$ cat src/hw/rtl/lpfd_pkg.sv
// Package with the result kinds, the result record and the fixed constants of the deframer.
`default_nettype none
package lpfd_pkg;

    // Number of bytes in the big-endian length prefix.
    localparam int unsigned PREFIX_BYTES = 4;
    localparam int unsigned PCNT_W       = 3;

    localparam int unsigned LEN_W        = 32;
    localparam int unsigned MIN_LEN_W    = 17;
    localparam int unsigned BYTE_W       = 8;

    localparam logic [LEN_W-1:0]     MAX_LEN_RESET = 32'd65536;
    localparam logic [MIN_LEN_W-1:0] MIN_LEN_RESET = 17'd16;

    typedef enum logic {
        CFG_MAX_FRAME_LEN = 1'b0,
        CFG_MIN_FRAME_LEN = 1'b1
    } t_cfg_idx;

    typedef enum logic [1:0] {
        KIND_PREFIX  = 2'd0,
        KIND_FRAME   = 2'd1,
        KIND_BAD_LEN = 2'd2,
        KIND_REJECT  = 2'd3
    } t_kind;

    typedef struct packed {
        t_kind              kind;
        logic [BYTE_W-1:0]  frame_byte;
        logic               frame_last;
        logic [LEN_W-1:0]   frame_len;
    } t_result;

endpackage
`default_nettype wire

$ cat src/hw/rtl/lpfd_core.sv
// Deframing state: prefix gathering, length check, frame byte counting and sticky fault.
`default_nettype none
module lpfd_core #(
    parameter int unsigned MAX_FRAME_BYTES = 65536
) (
    input  wire logic                            i_clk,
    input  wire logic                            i_rst_n,
    input  wire logic                            i_accept,
    input  wire logic [lpfd_pkg::BYTE_W-1:0]     i_byte,
    input  wire logic [lpfd_pkg::LEN_W-1:0]      i_max_len,
    input  wire logic [lpfd_pkg::MIN_LEN_W-1:0]  i_min_len,
    output lpfd_pkg::t_result                    o_result
);

    localparam int unsigned CNT_W = $clog2(MAX_FRAME_BYTES + 1);

    logic [lpfd_pkg::PCNT_W-1:0] r_count, n_count;
    logic [lpfd_pkg::LEN_W-1:0]  r_shift, n_shift;
    logic [CNT_W-1:0]            r_bytes, n_bytes;
    logic                        r_fault, n_fault;
    logic [CNT_W-1:0]            cnt_inc;
    logic                        bad_len;

    assign cnt_inc = r_bytes + 1'b1;

    always_comb begin
        n_count = r_count;
        n_shift = r_shift;
        n_bytes = r_bytes;
        n_fault = r_fault;
        bad_len = 1'b0;
        o_result.kind       = lpfd_pkg::KIND_REJECT;
        o_result.frame_byte = '0;
        o_result.frame_last = 1'b0;
        o_result.frame_len  = r_shift;
        if (r_fault) begin
            o_result.kind = lpfd_pkg::KIND_REJECT;
        end else if (r_count < lpfd_pkg::PCNT_W'(lpfd_pkg::PREFIX_BYTES)) begin
            if (r_count == '0) begin
                n_shift = {{(lpfd_pkg::LEN_W - lpfd_pkg::BYTE_W){1'b0}}, i_byte};
            end else begin
                n_shift = {r_shift[lpfd_pkg::LEN_W-lpfd_pkg::BYTE_W-1:0], i_byte};
            end
            bad_len = (n_shift < {{(lpfd_pkg::LEN_W - lpfd_pkg::MIN_LEN_W){1'b0}}, i_min_len})
                   || (n_shift > i_max_len)
                   || (n_shift > lpfd_pkg::LEN_W'(MAX_FRAME_BYTES));
            n_count = r_count + 1'b1;
            o_result.frame_len = n_shift;
            o_result.kind      = lpfd_pkg::KIND_PREFIX;
            if (n_count == lpfd_pkg::PCNT_W'(lpfd_pkg::PREFIX_BYTES)) begin
                if (bad_len) begin
                    n_fault       = 1'b1;
                    o_result.kind = lpfd_pkg::KIND_BAD_LEN;
                end else begin
                    n_bytes = '0;
                    // An empty frame ends as soon as its prefix is complete.
                    if (n_shift == '0) begin
                        n_count = '0;
                    end
                end
            end
        end else begin
            o_result.kind       = lpfd_pkg::KIND_FRAME;
            o_result.frame_byte = i_byte;
            if ({{(lpfd_pkg::LEN_W - CNT_W){1'b0}}, cnt_inc} >= r_shift) begin
                o_result.frame_last = 1'b1;
                n_count = '0;
                n_bytes = '0;
            end else begin
                n_bytes = cnt_inc;
            end
        end
    end

    always_ff @(posedge i_clk) begin
        if (!i_rst_n) begin
            r_count <= '0;
            r_shift <= '0;
            r_bytes <= '0;
            r_fault <= 1'b0;
        end else if (i_accept) begin
            r_count <= n_count;
            r_shift <= n_shift;
            r_bytes <= n_bytes;
            r_fault <= n_fault;
        end
    end

endmodule
`default_nettype wire

$ cat src/hw/rtl/lpfd_skid.sv
// Output register with a skid stage so the input side keeps moving while a result waits.
`default_nettype none
module lpfd_skid (
    input  wire logic               i_clk,
    input  wire logic               i_rst_n,
    input  wire logic               i_valid,
    output logic                    o_ready,
    input  wire lpfd_pkg::t_result  i_data,
    output logic                    o_valid,
    input  wire logic               i_ready,
    output lpfd_pkg::t_result       o_data
);

    logic              r_out_valid, n_out_valid;
    logic              r_skid_valid, n_skid_valid;
    lpfd_pkg::t_result r_out, n_out;
    lpfd_pkg::t_result r_skid, n_skid;
    logic              take_in;
    logic              take_out;

    assign o_ready  = !r_skid_valid;
    assign take_in  = i_valid && !r_skid_valid;
    assign take_out = r_out_valid && i_ready;
    assign o_valid  = r_out_valid;
    assign o_data   = r_out;

    always_comb begin
        n_out_valid  = r_out_valid;
        n_skid_valid = r_skid_valid;
        n_out        = r_out;
        n_skid       = r_skid;
        if (take_out) begin
            n_out_valid = 1'b0;
        end
        if (r_skid_valid && !n_out_valid) begin
            // The parked item moves up first to keep order.
            n_out        = r_skid;
            n_out_valid  = 1'b1;
            n_skid_valid = 1'b0;
        end
        if (take_in) begin
            if (!n_out_valid) begin
                n_out       = i_data;
                n_out_valid = 1'b1;
            end else begin
                n_skid       = i_data;
                n_skid_valid = 1'b1;
            end
        end
    end

    always_ff @(posedge i_clk) begin
        if (!i_rst_n) begin
            r_out_valid  <= 1'b0;
            r_skid_valid <= 1'b0;
        end else begin
            r_out_valid  <= n_out_valid;
            r_skid_valid <= n_skid_valid;
        end
    end

    always_ff @(posedge i_clk) begin
        r_out  <= n_out;
        r_skid <= n_skid;
    end

endmodule
`default_nettype wire

$ cat src/hw/rtl/length_prefixed_frame_deframer.sv
// Top level of the length-prefixed frame deframer.
// One received byte is accepted per cycle while the skid stage is empty, and gives exactly
// one result item; the state update and length compare sit in a single combinational step
// ahead of the output register. A skid stage takes one more item while a result waits; input
// then pauses until the parked item has moved into the output register. The first four bytes
// of each frame form a big-endian length; a length outside the allowed range faults the
// block until reset, and every later byte is answered as rejected.
// Configuration registers: index 0 is max_frame_len, index 1 is min_frame_len.
`default_nettype none
module length_prefixed_frame_deframer #(
    parameter int unsigned MAX_FRAME_BYTES = 65536
) (
    input  wire logic        i_clk,
    input  wire logic        i_rst_n,
    // Configuration write channel.
    input  wire logic        i_cfg_valid,
    output logic             o_cfg_ready,
    input  wire logic        i_cfg_index,
    input  wire logic [31:0] i_cfg_data,
    // Input stream; tdata: in_byte[7:0].
    input  wire logic        s_axis_tvalid,
    output logic             s_axis_tready,
    input  wire logic [7:0]  s_axis_tdata,
    // Result stream; tdata: frame_byte[7:0], frame_len[39:8]. tuser: kind[1:0].
    output logic             m_axis_tvalid,
    input  wire logic        m_axis_tready,
    output logic [39:0]      m_axis_tdata,
    output logic             m_axis_tlast,
    output logic [1:0]       m_axis_tuser
);

    logic [lpfd_pkg::LEN_W-1:0]     r_max_len;
    logic [lpfd_pkg::MIN_LEN_W-1:0] r_min_len;
    logic                           accept;
    lpfd_pkg::t_result              core_res;
    lpfd_pkg::t_result              out_res;

    assign o_cfg_ready = 1'b1;

    always_ff @(posedge i_clk) begin
        if (!i_rst_n) begin
            r_max_len <= lpfd_pkg::MAX_LEN_RESET;
            r_min_len <= lpfd_pkg::MIN_LEN_RESET;
        end else if (i_cfg_valid) begin
            case (lpfd_pkg::t_cfg_idx'(i_cfg_index))
                lpfd_pkg::CFG_MAX_FRAME_LEN: r_max_len <= i_cfg_data;
                lpfd_pkg::CFG_MIN_FRAME_LEN: r_min_len <= i_cfg_data[lpfd_pkg::MIN_LEN_W-1:0];
                default: ;
            endcase
        end
    end

    assign accept = s_axis_tvalid && s_axis_tready;

    lpfd_core #(
        .MAX_FRAME_BYTES(MAX_FRAME_BYTES)
    ) u_core (
        .i_clk     (i_clk),
        .i_rst_n   (i_rst_n),
        .i_accept  (accept),
        .i_byte    (s_axis_tdata),
        .i_max_len (r_max_len),
        .i_min_len (r_min_len),
        .o_result  (core_res)
    );

    lpfd_skid u_skid (
        .i_clk   (i_clk),
        .i_rst_n (i_rst_n),
        .i_valid (s_axis_tvalid),
        .o_ready (s_axis_tready),
        .i_data  (core_res),
        .o_valid (m_axis_tvalid),
        .i_ready (m_axis_tready),
        .o_data  (out_res)
    );

    assign m_axis_tdata = {out_res.frame_len, out_res.frame_byte};
    assign m_axis_tlast = out_res.frame_last;
    assign m_axis_tuser = out_res.kind;

endmodule
`default_nettype wire

$ cat config.mk
export PLATFORM = sky130hd
export DESIGN_NAME = length_prefixed_frame_deframer
export DESIGN_NICKNAME = d
export VERILOG_FILES = /design/src/hw/rtl/lpfd_pkg.sv /design/src/hw/rtl/lpfd_core.sv /design/src/hw/rtl/lpfd_skid.sv /design/src/hw/rtl/length_prefixed_frame_deframer.sv
export SDC_FILE = /design/constraint.sdc
export NUM_CORES = 1
export LEC_CHECK = 0
export ABC_AREA = 1
export CAP_MARGIN = 15
export CELL_PAD_IN_SITES_DETAIL_PLACEMENT = 0
export CELL_PAD_IN_SITES_GLOBAL_PLACEMENT = 1
export CORE_MARGIN = 1.5
export CORE_UTILIZATION = 47
export DETAILED_ROUTE_END_ITERATION = 12
export DONT_BUFFER_PORTS = 1
export PLACE_DENSITY_LB_ADDON = 0.1
export SLEW_MARGIN = 20
export SYNTH_ARGS = -nofsm -noshare
export SYNTH_HDL_FRONTEND = slang
export SYNTH_SLANG_ARGS = --single-unit
$ cat constraint.sdc
create_clock -name i_clk -period 4 [get_ports i_clk]
set_input_delay 0.2 -clock i_clk [delete_from_list [all_inputs] [get_ports i_clk]]
set_output_delay 0.2 -clock i_clk [all_outputs]
set_load 0.05 [all_outputs]
==> results of run 1 <==
==> kinds of logic after synthesis <==
group           Yosys count
fa+ha+maj                65
compound gates          277
flops                   190
other cells               1
simple gates            513
buf+inv                 209
mux                       3
xor+xnor                 14
==> worst paths after layout <==
kind,start,endpoint,slack [ns],cells past startpoint
setup / recovery,u_core.r_bytes[0]$_SDFFE_PN0P_,u_core.r_bytes[2]$_SDFFE_PN0P_,0.49,19
hold / removal,s_axis_tdata[2],u_skid.r_skid[35]$_DFFE_PP_,0.02,2
setup reg to reg,u_core.r_bytes[0]$_SDFFE_PN0P_,u_core.r_bytes[2]$_SDFFE_PN0P_,0.49,19
hold reg to reg,r_max_len[7]$_SDFFE_PN0P_,r_max_len[7]$_SDFFE_PN0P_,0.46,2
==> flip-flops by register name (all words and copies together) (netlist names) <==
| register | count |
|---|---|
| u_core.r_fault | 1 |
| u_skid.o_data | 43 |
| u_skid.r_skid_valid | 1 |
| u_skid.r_skid | 43 |
| u_core.r_count | 3 |
| r_max_len | 32 |
| u_core.r_bytes | 17 |
| u_skid.o_valid | 1 |
| r_min_len | 17 |
| u_core.r_shift | 32 |
==> cell usage after synthesis <==
master    count
nand2_1     210
nor2_1      170
dfxtp_1     147
inv_1       136
o21ai_0     102
a21oi_1     101
nand3_1      81
ha_1         65
clkbuf_1     59
edfxtp_1     43
a31oi_1      41
nand4_1      24
a211oi_1     21
xor2_1       11
nor3_1        8
nor4_1        8
buf_4         6
o21bai_1      6
nand2_2       4
o21a_1        4
inv_2         3
xnor2_1       3
clkinv_1      2
mux2i_1       2
nand3b_1      2
o211ai_1      2
and3b_1       1
buf_1         1
buf_2         1
buf_6         1
conb_1        1
mux2_2        1
nand3_2       1
nor2_2        1
nor3_2        1
nor3b_1       1
or2_2         1
==> repair_timing <==
| item | CTS | global route |
|---|---|---|
| hold endpoints to repair | 90 | 0 |
| hold buffers | 42 | 0 |
| resized for setup | 0 | 0 |
==> power by group through the flow <==
stage	Sequential, mW	Combinational [mW]	Clock [mW]
6_report	2.37	0.688	1.75
5_1_grt	2.39	0.794	1.85
4_1_cts	2.37	0.689	1.77
3_5_place_dp	2.42	0.635	0
3_3_place_gp	2.42	0.629	0
2_1_floorplan	2.40	0.513	0
==> cells in the final DEF, fill, tap and decap left out, types with 4 or more instances in the layout <==
master / count
o21a_1: 4
nand2_1: 210
nor3_1: 8
inv_8: 4
o21bai_1: 6
nand4_1: 24
a21oi_1: 101
buf_4: 16
ha_1: 65
clkbuf_16: 17
inv_1: 136
xor2_1: 11
edfxtp_1: 43
o21ai_0: 102
nand3_1: 81
dlygate4sd3_1: 41
a211oi_1: 21
dfxtp_1: 147
nor4_1: 8
nand2_2: 4
nor2_1: 168
a31oi_1: 41
==> metrics by stage <==
step	hold WS (ns)	cells	setup slack [ns]	instance area, sq um
4_1_cts	0.00484	1564	0.510	10900
6_report	0.0158	1564	0.487	10900
5_1_grt	0.0118	1564	0.0879	10900
3_5_place_dp	0.314	1490	0.535	9880
3_3_place_gp	0.311	1490	0.614	9880
2_1_floorplan	0.330	1272	0.558	9700
==> layout make-up <==
type	instances	area, sq um
sequential	190	4230
fill	1963	9310
timing repair buffer	58	558
clock buffer	17	425
clock inverter	15	176
inverter	141	529
tap	270	338
multi-input combinational	873	4660
==> metal layers <==
| metal | global-route usage (%) | part of all wire [%] | wire length (um) | vias up |
|---|---|---|---|---|
| li1 | - | - | - | 4284 |
| met1 | 35.3 | 48 | 12500 | 3778 |
| met2 | 39.2 | 45 | 11700 | 191 |
| met3 | 4.44 | 5.9 | 1540 | 17 |
| met4 | 6.67 | 1.2 | 306 | 0 |
| met5 | 0 | 0 | 0 | - |
==> worst max-delay path: stages, from the launching register on <==
cell and delay [ns]:
dfxtp_1 0.42, ha_1 0.21, nand3_1 0.15, nor3_1 0.33
inv_1 0.07, nor3_1 0.32, nand3_1 0.14, xor2_1 0.17
inv_1 0.07, ha_1 0.26, nand2_1 0.08, o21ai_0 0.14
a21oi_1 0.17, nand2_1 0.07, a21oi_1 0.23, buf_4 0.25
nand4_1 0.12, nand3_1 0.11, nand2_1 0.05, nor2_1 0.08
==> impl_results.md, run 1 <==
- #FFs+latches synth: 190
- Post-Route Utilization: 54.0%
- Largest area contributor in the netlist: dfxtp_1
- Total GRT Usage: 25.0%
- Crit Path Max Fanout: 14
- Slew headroom: 38.5%
- NetSw: 1.58 mW
- Post-CTS Setup Repair Bufs: 0
- Clock power frac: 36.3%
- Largest net degree at the start of global routing: 81
- Period utilization: 87.8%
- First-pass iteration count of the detailed router: 5
- Port bufs: 0
- Initial core utilization: 47.9%
- Fmax: 0.285 GHz
- Die X: 147 um
- Adder-Cell Fraction of Synth Area: 8.38%
- Synth Area in Compound Gates: 15.7%
- Post-DP HPWL: 18,100 um
- Fin. Hold Viols: 0
- Crit Path Category: reg2reg
- Mux contribution to synthesized area: 0.322%
- Sw frac: 32.8%
- WL final: 26,000 um
- Cell Pwr Density: 440 mW/mm^2
- Leakage: 4.56 nW
- Clock slew at reported path FFs: 0.08 ns
- Layout cells sized above 1: 4.79%
- IR drop worst, VDD: 0.000280 V
- Cells after Synth: 1,272
- Sequential share of the synthesized area: 43.6%
- Post-route ant nets: 0
- Worst-Margin Slew: 0.920 ns
- Worst Path Arrival: 3.90 ns
- CTS sink cnt: 190
- Htree depth: 4
- RSZ-0062 raised after global routing: no
- Area share of the largest cell type after synthesis: 30.3%
- Top Ports: 92
- Crit start category: register
- Internal power: 3.23 mW
- Synth Net Count: 1,383
- Total Power: 4.81 mW
- GPL Wtd Cong: 0.869
- Worst min path class: in2reg
- Status: completed
- CTS Buffer Depth: 2
- Maxcap violations: 0
- Combinational power share: 14.3%
- Post-layout nets: 1,392
- Synth Warn #: 0
- Sequential share of power: 49.4%
- Post-synthesis simple-gate area fraction: 22.3%
- Setup-failing EPs final: 0
- Main combinational cell family by area after synthesis: simple AND/OR/NAND/NOR gates
- Area contributors post-synth: dfxtp_1, edfxtp_1, ha_1
- Via/cell ratio: 5.29
- Worst-Skew Late Latency: 0.44 ns
- CTS tree: yes
- Syn avg cell area: 7.63 sq um
- DR WL/cell: 16.6 um
- FP Rows: 52
- Xor/xnor share of the synthesized area: 1.26%
- Clock Tree Root: clkbuf_16
- Syn Std Cell Area: 0.00970 sq mm
- Antenna violations before repair: 0
- Setup TNS: 0 ns
- First-pass GRT wire length: 42,100 um
- P&R area growth vs syn: 12.6%
- Number of DRC markers in iteration 0: 617
- Full die area: 0.0215 sq mm
- Grt total ovfl: 0
- Clk_skew: 0.0145 ns
- Required time worst endpoint: 4.38 ns
- Vias in the first global route: 7,732
- Distinct cells, synth: 37
- Die Span Y: 147 um
- DR DRC count: 0
- Total number of vias: 8,270
- CTS Buf Count: 17
- Final Max Slew Viols: 0
- Crit. End Element: register
- Min cycle time layout: 3.51 ns
- Core Area: 0.0202 sq mm
- N_diodes: 0
Note: power is estimated with default switching activity, not from simulation.
==> run 2, diff against run 1 <==
--- a/config.mk
+++ b/config.mk
@@ -13,7 +13,7 @@
 export CORE_UTILIZATION = 47
 export DETAILED_ROUTE_END_ITERATION = 12
 export DONT_BUFFER_PORTS = 1
-export PLACE_DENSITY_LB_ADDON = 0.1
+export PLACE_DENSITY = 0.88
 export SLEW_MARGIN = 20
 export SYNTH_ARGS = -nofsm -noshare
 export SYNTH_HDL_FRONTEND = slang
==> impl_results.md, run 2 (synthesis gave the netlist of run 1 again) <==
- Post-route ant nets: 0
- RSZ-0062 raised after global routing: no
- Most frequent cells in the layout: nand2_1, nor2_1, dfxtp_1
- Maxcap violations: 0
- Reg2reg path depth: 17
- CTS sink cnt: 190
- Grt total ovfl: 0
- Worst Path Arrival: 3.94 ns
- Worst-Margin Slew: 1.10 ns
- FP Rows: 52
- Min cycle time layout: 3.55 ns
- Commonest non-fill, non-tap cell in the layout: nand2_1
- Crit start category: register
- Status: completed
- Clock slew at reported path FFs: 0.08 ns
- Fin. Hold Viols: 0
- Clock Tree Root: clkbuf_16
- Core Area: 0.0202 sq mm
- Largest net degree at the start of global routing: 81
- CTS Buf Count: 17
- Post-layout nets: 1,392
- Clk_skew: 0.0142 ns
- CTS Buffer Depth: 2
- Setup TNS: 0 ns
- Total number of vias: 8,468
- IR drop worst, VDD: 0.000319 V
- GPL Wtd Cong: 0.918
- Post-CTS Setup Repair Bufs: 0
- Worst-Skew Late Latency: 0.45 ns
- R2r setup slk: 0.45 ns
- P&R area growth vs syn: 12.6%
- Via/cell ratio: 5.41
- Crit Path Max Fanout: 15
- Slew headroom: 26.1%
- CTS tree: yes
- WL final: 25,900 um
- Htree depth: 4
- Port bufs: 0
- Final Max Slew Viols: 0
- First-pass GRT wire length: 41,500 um
- Crit Path Category: reg2reg
- Total GRT Usage: 24.4%
- DR DRC count: 0
- Leakage: 4.57 nW
- Period utilization: 88.7%
- Die X: 147 um
- Placed insts: 1,490
- RR Endpoint: u_skid.o_data[32]$_DFF_P_
- N_diodes: 0
- Cell Pwr Density: 440 mW/mm^2
- Initial core utilization: 47.9%
- Number of DRC markers in iteration 0: 604
- Vias in the first global route: 7,810
- Antenna violations before repair: 2
- Critical Path End: u_skid.o_data[32]$_DFF_P_
- First-pass iteration count of the detailed router: 5
- Die Span Y: 147 um
- Setup-failing EPs final: 0
- Layout cells sized above 1: 4.87%
- Fmax: 0.282 GHz
- Post-DP HPWL: 18,000 um
- Setup ws final: 0.450 ns
- Worst Setup Slack post-DPL: 0.463 ns
- Worst min path class: in2reg
- DR WL/cell: 16.6 um
- Full die area: 0.0215 sq mm
- Critical Path Start: u_core.r_bytes[0]$_SDFFE_PN0P_
- Required time worst endpoint: 4.39 ns
- FF-to-FF Start: u_core.r_bytes[0]$_SDFFE_PN0P_
- Non-filler instance count after layout: 1,564
- Crit. End Element: register
- Top Ports: 92
## run 2: changes by cell type in the layout (fill, tap and decap cells not counted), sizes merged
cell      delta
clkinvlp     -2
clkbuf       +1
inv          +1
## run 2: timing repair
action | CTS | global route
gates resized for setup | 0 | 0
hold endpoints to repair | 90 | 0
hold buffers | 42 | 0
## run 2: per-layer routing
layer / track usage, % / part of all wire [%]
met1: 34.4 / 47
met2: 38.5 / 44
met3: 4.50 / 6.7
met4: 6.36 / 1.6
met5: 0 / 0
## run 2: final cells by class
type,count,area [sq um]
Clock inverter,14,168
Fill cell,1928,9310
Clock buffer,18,439
Inverter,141,529
Tap cell,270,338
Multi-Input combinational cell,873,4660
Sequential cell,190,4230
Timing Repair Buffer,58,558
## run 2: metrics by stage
step	hold slack (ns)	util (%)	cell area, sq um	total power, mW
2_1_floorplan	0.330	-	9700	2.91
3_3_place_gp	0.307	48.8	9880	3.03
3_5_place_dp	0.315	48.8	9880	3.05
4_1_cts	0.00288	54.0	10900	4.83
5_1_grt	0.0135	54.0	10900	5.03
6_report	0.00969	54.0	10900	4.81
## run 2: how the worst min path moves through the flow
stage,cells after the start,endpoint,slack (ns),start
after global routing,2,u_skid.r_skid[6]$_DFFE_PP_,0.01,s_axis_tdata[6]
after detailed placement,1,r_min_len[4]$_SDFFE_PN1P_,0.31,i_rst_n
after floorplan,2,r_max_len[16]$_SDFFE_PN1P_,0.33,i_cfg_data[16]
final,2,u_skid.r_skid[37]$_DFFE_PP_,0.01,s_axis_tdata[4]
after global placement,1,r_min_len[4]$_SDFFE_PN1P_,0.31,i_rst_n
after CTS,2,u_skid.r_skid[37]$_DFFE_PP_,0.003,s_axis_tdata[4]
## run 2: report_power, final
part	switching, mW	internal [mW]
combinational	0.450	0.237
clock	0.842	0.913
sequential	0.281	2.09
total	1.57	3.24
## run 2: worst max-delay path: stages (launching register included)
cell     delay [ns]
dfxtp_1        0.43
ha_1           0.22
nand3_1        0.15
nor3_1         0.36
inv_1          0.08
nor3_1         0.33
nand3_1        0.17
xnor2_1        0.19
ha_1           0.28
nand2_1        0.06
nor3b_1        0.36
nand4_1        0.17
buf_4          0.23
nand2_1        0.10
nand3_1        0.08
o21ai_0        0.16
nand2_1        0.07
nand2_1        0.06
==> run 3, diff against run 2 <==
--- a/config.mk
+++ b/config.mk
@@ -11,8 +11,10 @@
 export CELL_PAD_IN_SITES_GLOBAL_PLACEMENT = 1
 export CORE_MARGIN = 1.5
 export CORE_UTILIZATION = 47
+export CTS_CLUSTER_SIZE = 28
 export DETAILED_ROUTE_END_ITERATION = 12
 export DONT_BUFFER_PORTS = 1
+export HOLD_SLACK_MARGIN = 0.03
 export PLACE_DENSITY = 0.88
 export SLEW_MARGIN = 20
 export SYNTH_ARGS = -nofsm -noshare
==> impl_results.md, run 3 (synthesis gave the netlist of run 1 again) <==
- Clock Tree Root: clkbuf_16
- CTS tree: yes
- Die X: 147 um
- Gr busiest metal: met2
- Max stage delay on crit path: 0.43 ns
- P&R area growth vs syn: 12.7%
- Resized Gates After CTS: 0
- Slew headroom: 28.1%
- Initial core utilization: 47.9%
- Reg2reg path depth: 17
- CP max-delay cell: dfxtp_1
- First-pass GRT wire length: 41,600 um
- Worst-Margin Slew: 1.07 ns
- Maxcap violations: 0
- Crit Path Max Fanout: 15
- Required time worst endpoint: 4.39 ns
- Vias in the first global route: 7,790
- Crit start category: register
- Largest net degree at the start of global routing: 81
- Hold Path Depth: 2
- Core Area: 0.0202 sq mm
- Grt total ovfl: 0
- Critical Path, Cell by Cell: ha_1, nand3_1, nor3_1, inv_1, nor3_1, nand3_1, xnor2_1, ha_1, nand2_1, nor3b_1, nand4_1, buf_4, nand2_1, nand3_1, o21ai_0, nand2_1, nand2_1
- Commonest non-fill, non-tap cell in the layout: nand2_1
- Total number of vias: 8,451
- Port bufs: 0
- Number of DRC markers in iteration 0: 652
- Most frequent cells in the layout: nand2_1, nor2_1, dfxtp_1
- Top Ports: 92
- Fmax: 0.282 GHz
- Met3 Usage GRT: 4.44%
- Worst min path class: in2reg
- Crit Path Category: reg2reg
- First-pass iteration count of the detailed router: 5
- Top delay family on crit path: simple AND/OR/NAND/NOR gates
- Full die area: 0.0215 sq mm
- Clock slew at reported path FFs: 0.08 ns
- Met1 GRT Util: 34.6%
- DR DRC count: 0
- Worst Path Arrival: 3.94 ns
- Htree depth: 4
- Leakage: 4.57 nW
- Sequential Area: 0.00423 sq mm
- Worst-Skew Late Latency: 0.44 ns
- Via/cell ratio: 5.40
- RSZ-0062 raised after global routing: no
- Most used cell along the critical path: nand2_1
- CTS sink cnt: 190
- Crit. End Element: register
- Cell Pwr Density: 441 mW/mm^2
- GPL Wtd Cong: 0.918
- Post-route ant nets: 0
- Post-layout nets: 1,392
- IR drop worst, VDD: 0.000315 V
- Die Span Y: 147 um
- CTS Buf Count: 17
- Setup-failing EPs final: 0
- Final Max Slew Viols: 0
- Period utilization: 88.7%
- Footprint of the multi-input gates: 0.00466 sq mm
- WL final: 25,900 um
- Met2 Use GR: 38.6%
- CP bufs+invs: 2
- Post-CTS Setup Repair Bufs: 0
- Setup TNS: 0 ns
- WP depth: 17
- Post-DP HPWL: 18,000 um
- Layout cells sized above 1: 4.87%
- Antenna violations before repair: 2
- Total Power: 4.82 mW
- Fin. Hold Viols: 0
- Min cycle time layout: 3.55 ns
- Total GRT Usage: 24.5%
- Fill cell count: 1,927
- Status: completed
- Clk_skew: 0.0132 ns
- FP Rows: 52
- DR WL/cell: 16.6 um
- CTS Buffer Depth: 2
[run 3: cell types whose count changed in the layout (fill, tap and decap cells not counted), sizes merged]
| cell | before | now |
|---|---|---|
| diode | 0 | 1 |
[run 3: path summary, 6_finish.rpt]
check / end / start / slack (ns)
worst min register to register: r_min_len[8]$_SDFFE_PN0P_ / r_min_len[8]$_SDFFE_PN0P_ / 0.46
worst max-delay path: u_skid.o_data[32]$_DFF_P_ / u_core.r_bytes[0]$_SDFFE_PN0P_ / 0.45
worst max register to register: u_skid.o_data[32]$_DFF_P_ / u_core.r_bytes[0]$_SDFFE_PN0P_ / 0.45
worst min-delay path: r_max_len[17]$_SDFFE_PN0P_ / i_cfg_data[17] / 0.02
[run 3: power breakdown]
part           internal [mW]  switching (mW)  leakage [nW]
combinational          0.237           0.454          2.66
clock                  0.914           0.841         0.295
sequential              2.09           0.281          1.61
total                   3.24            1.58          4.57
[run 3: worst register-to-register path: cells and delay by family, from the launching register on]
family,cells,cell delay (ns)
AND/OR/NAND/NOR,11,1.90
flip-flops,1,0.43
XOR/XNOR,1,0.19
adder cells (fa/ha/maj),2,0.50
buffers and inverters,2,0.31
AO/OA/AOI/OAI,1,0.16
[run 3: final cells by class]
type	count	area share [%]
Clock buffer	18	4.02
Sequential cell	190	38.7
Clock inverter	14	1.53
Tap cell	270	3.09
Antenna cell	1	0.0229
Multi-Input combinational cell	873	42.7
Timing Repair Buffer	58	5.11
Inverter	141	4.84
[run 3: per-stage QoR]
step | area, sq um | util (%) | setup slack, ns | hold slack (ns) | instances
5_1_grt | 10900 | 54.0 | 0.0395 | 0.0493 | 1565
4_1_cts | 10900 | 54.0 | 0.434 | 0.0313 | 1564
3_3_place_gp | 9880 | 48.8 | 0.602 | 0.307 | 1490
2_1_floorplan | 9700 | - | 0.558 | 0.330 | 1272
6_report | 10900 | 54.0 | 0.452 | 0.0230 | 1565
3_5_place_dp | 9880 | 48.8 | 0.463 | 0.315 | 1490
[run 3: layer usage]
layer  wire, um  vias to the layer above
li1           -                     4286
met1      12400                     3857
met2      11500                      274
met3       1700                       34
met4        397                        0
met5          0                        -
[run 3: what timing repair did]
item	4_1_cts	5_1_grt
hold buffers	42	0
endpoints found under the hold margin	106	0
setup endpoints to repair	0	0
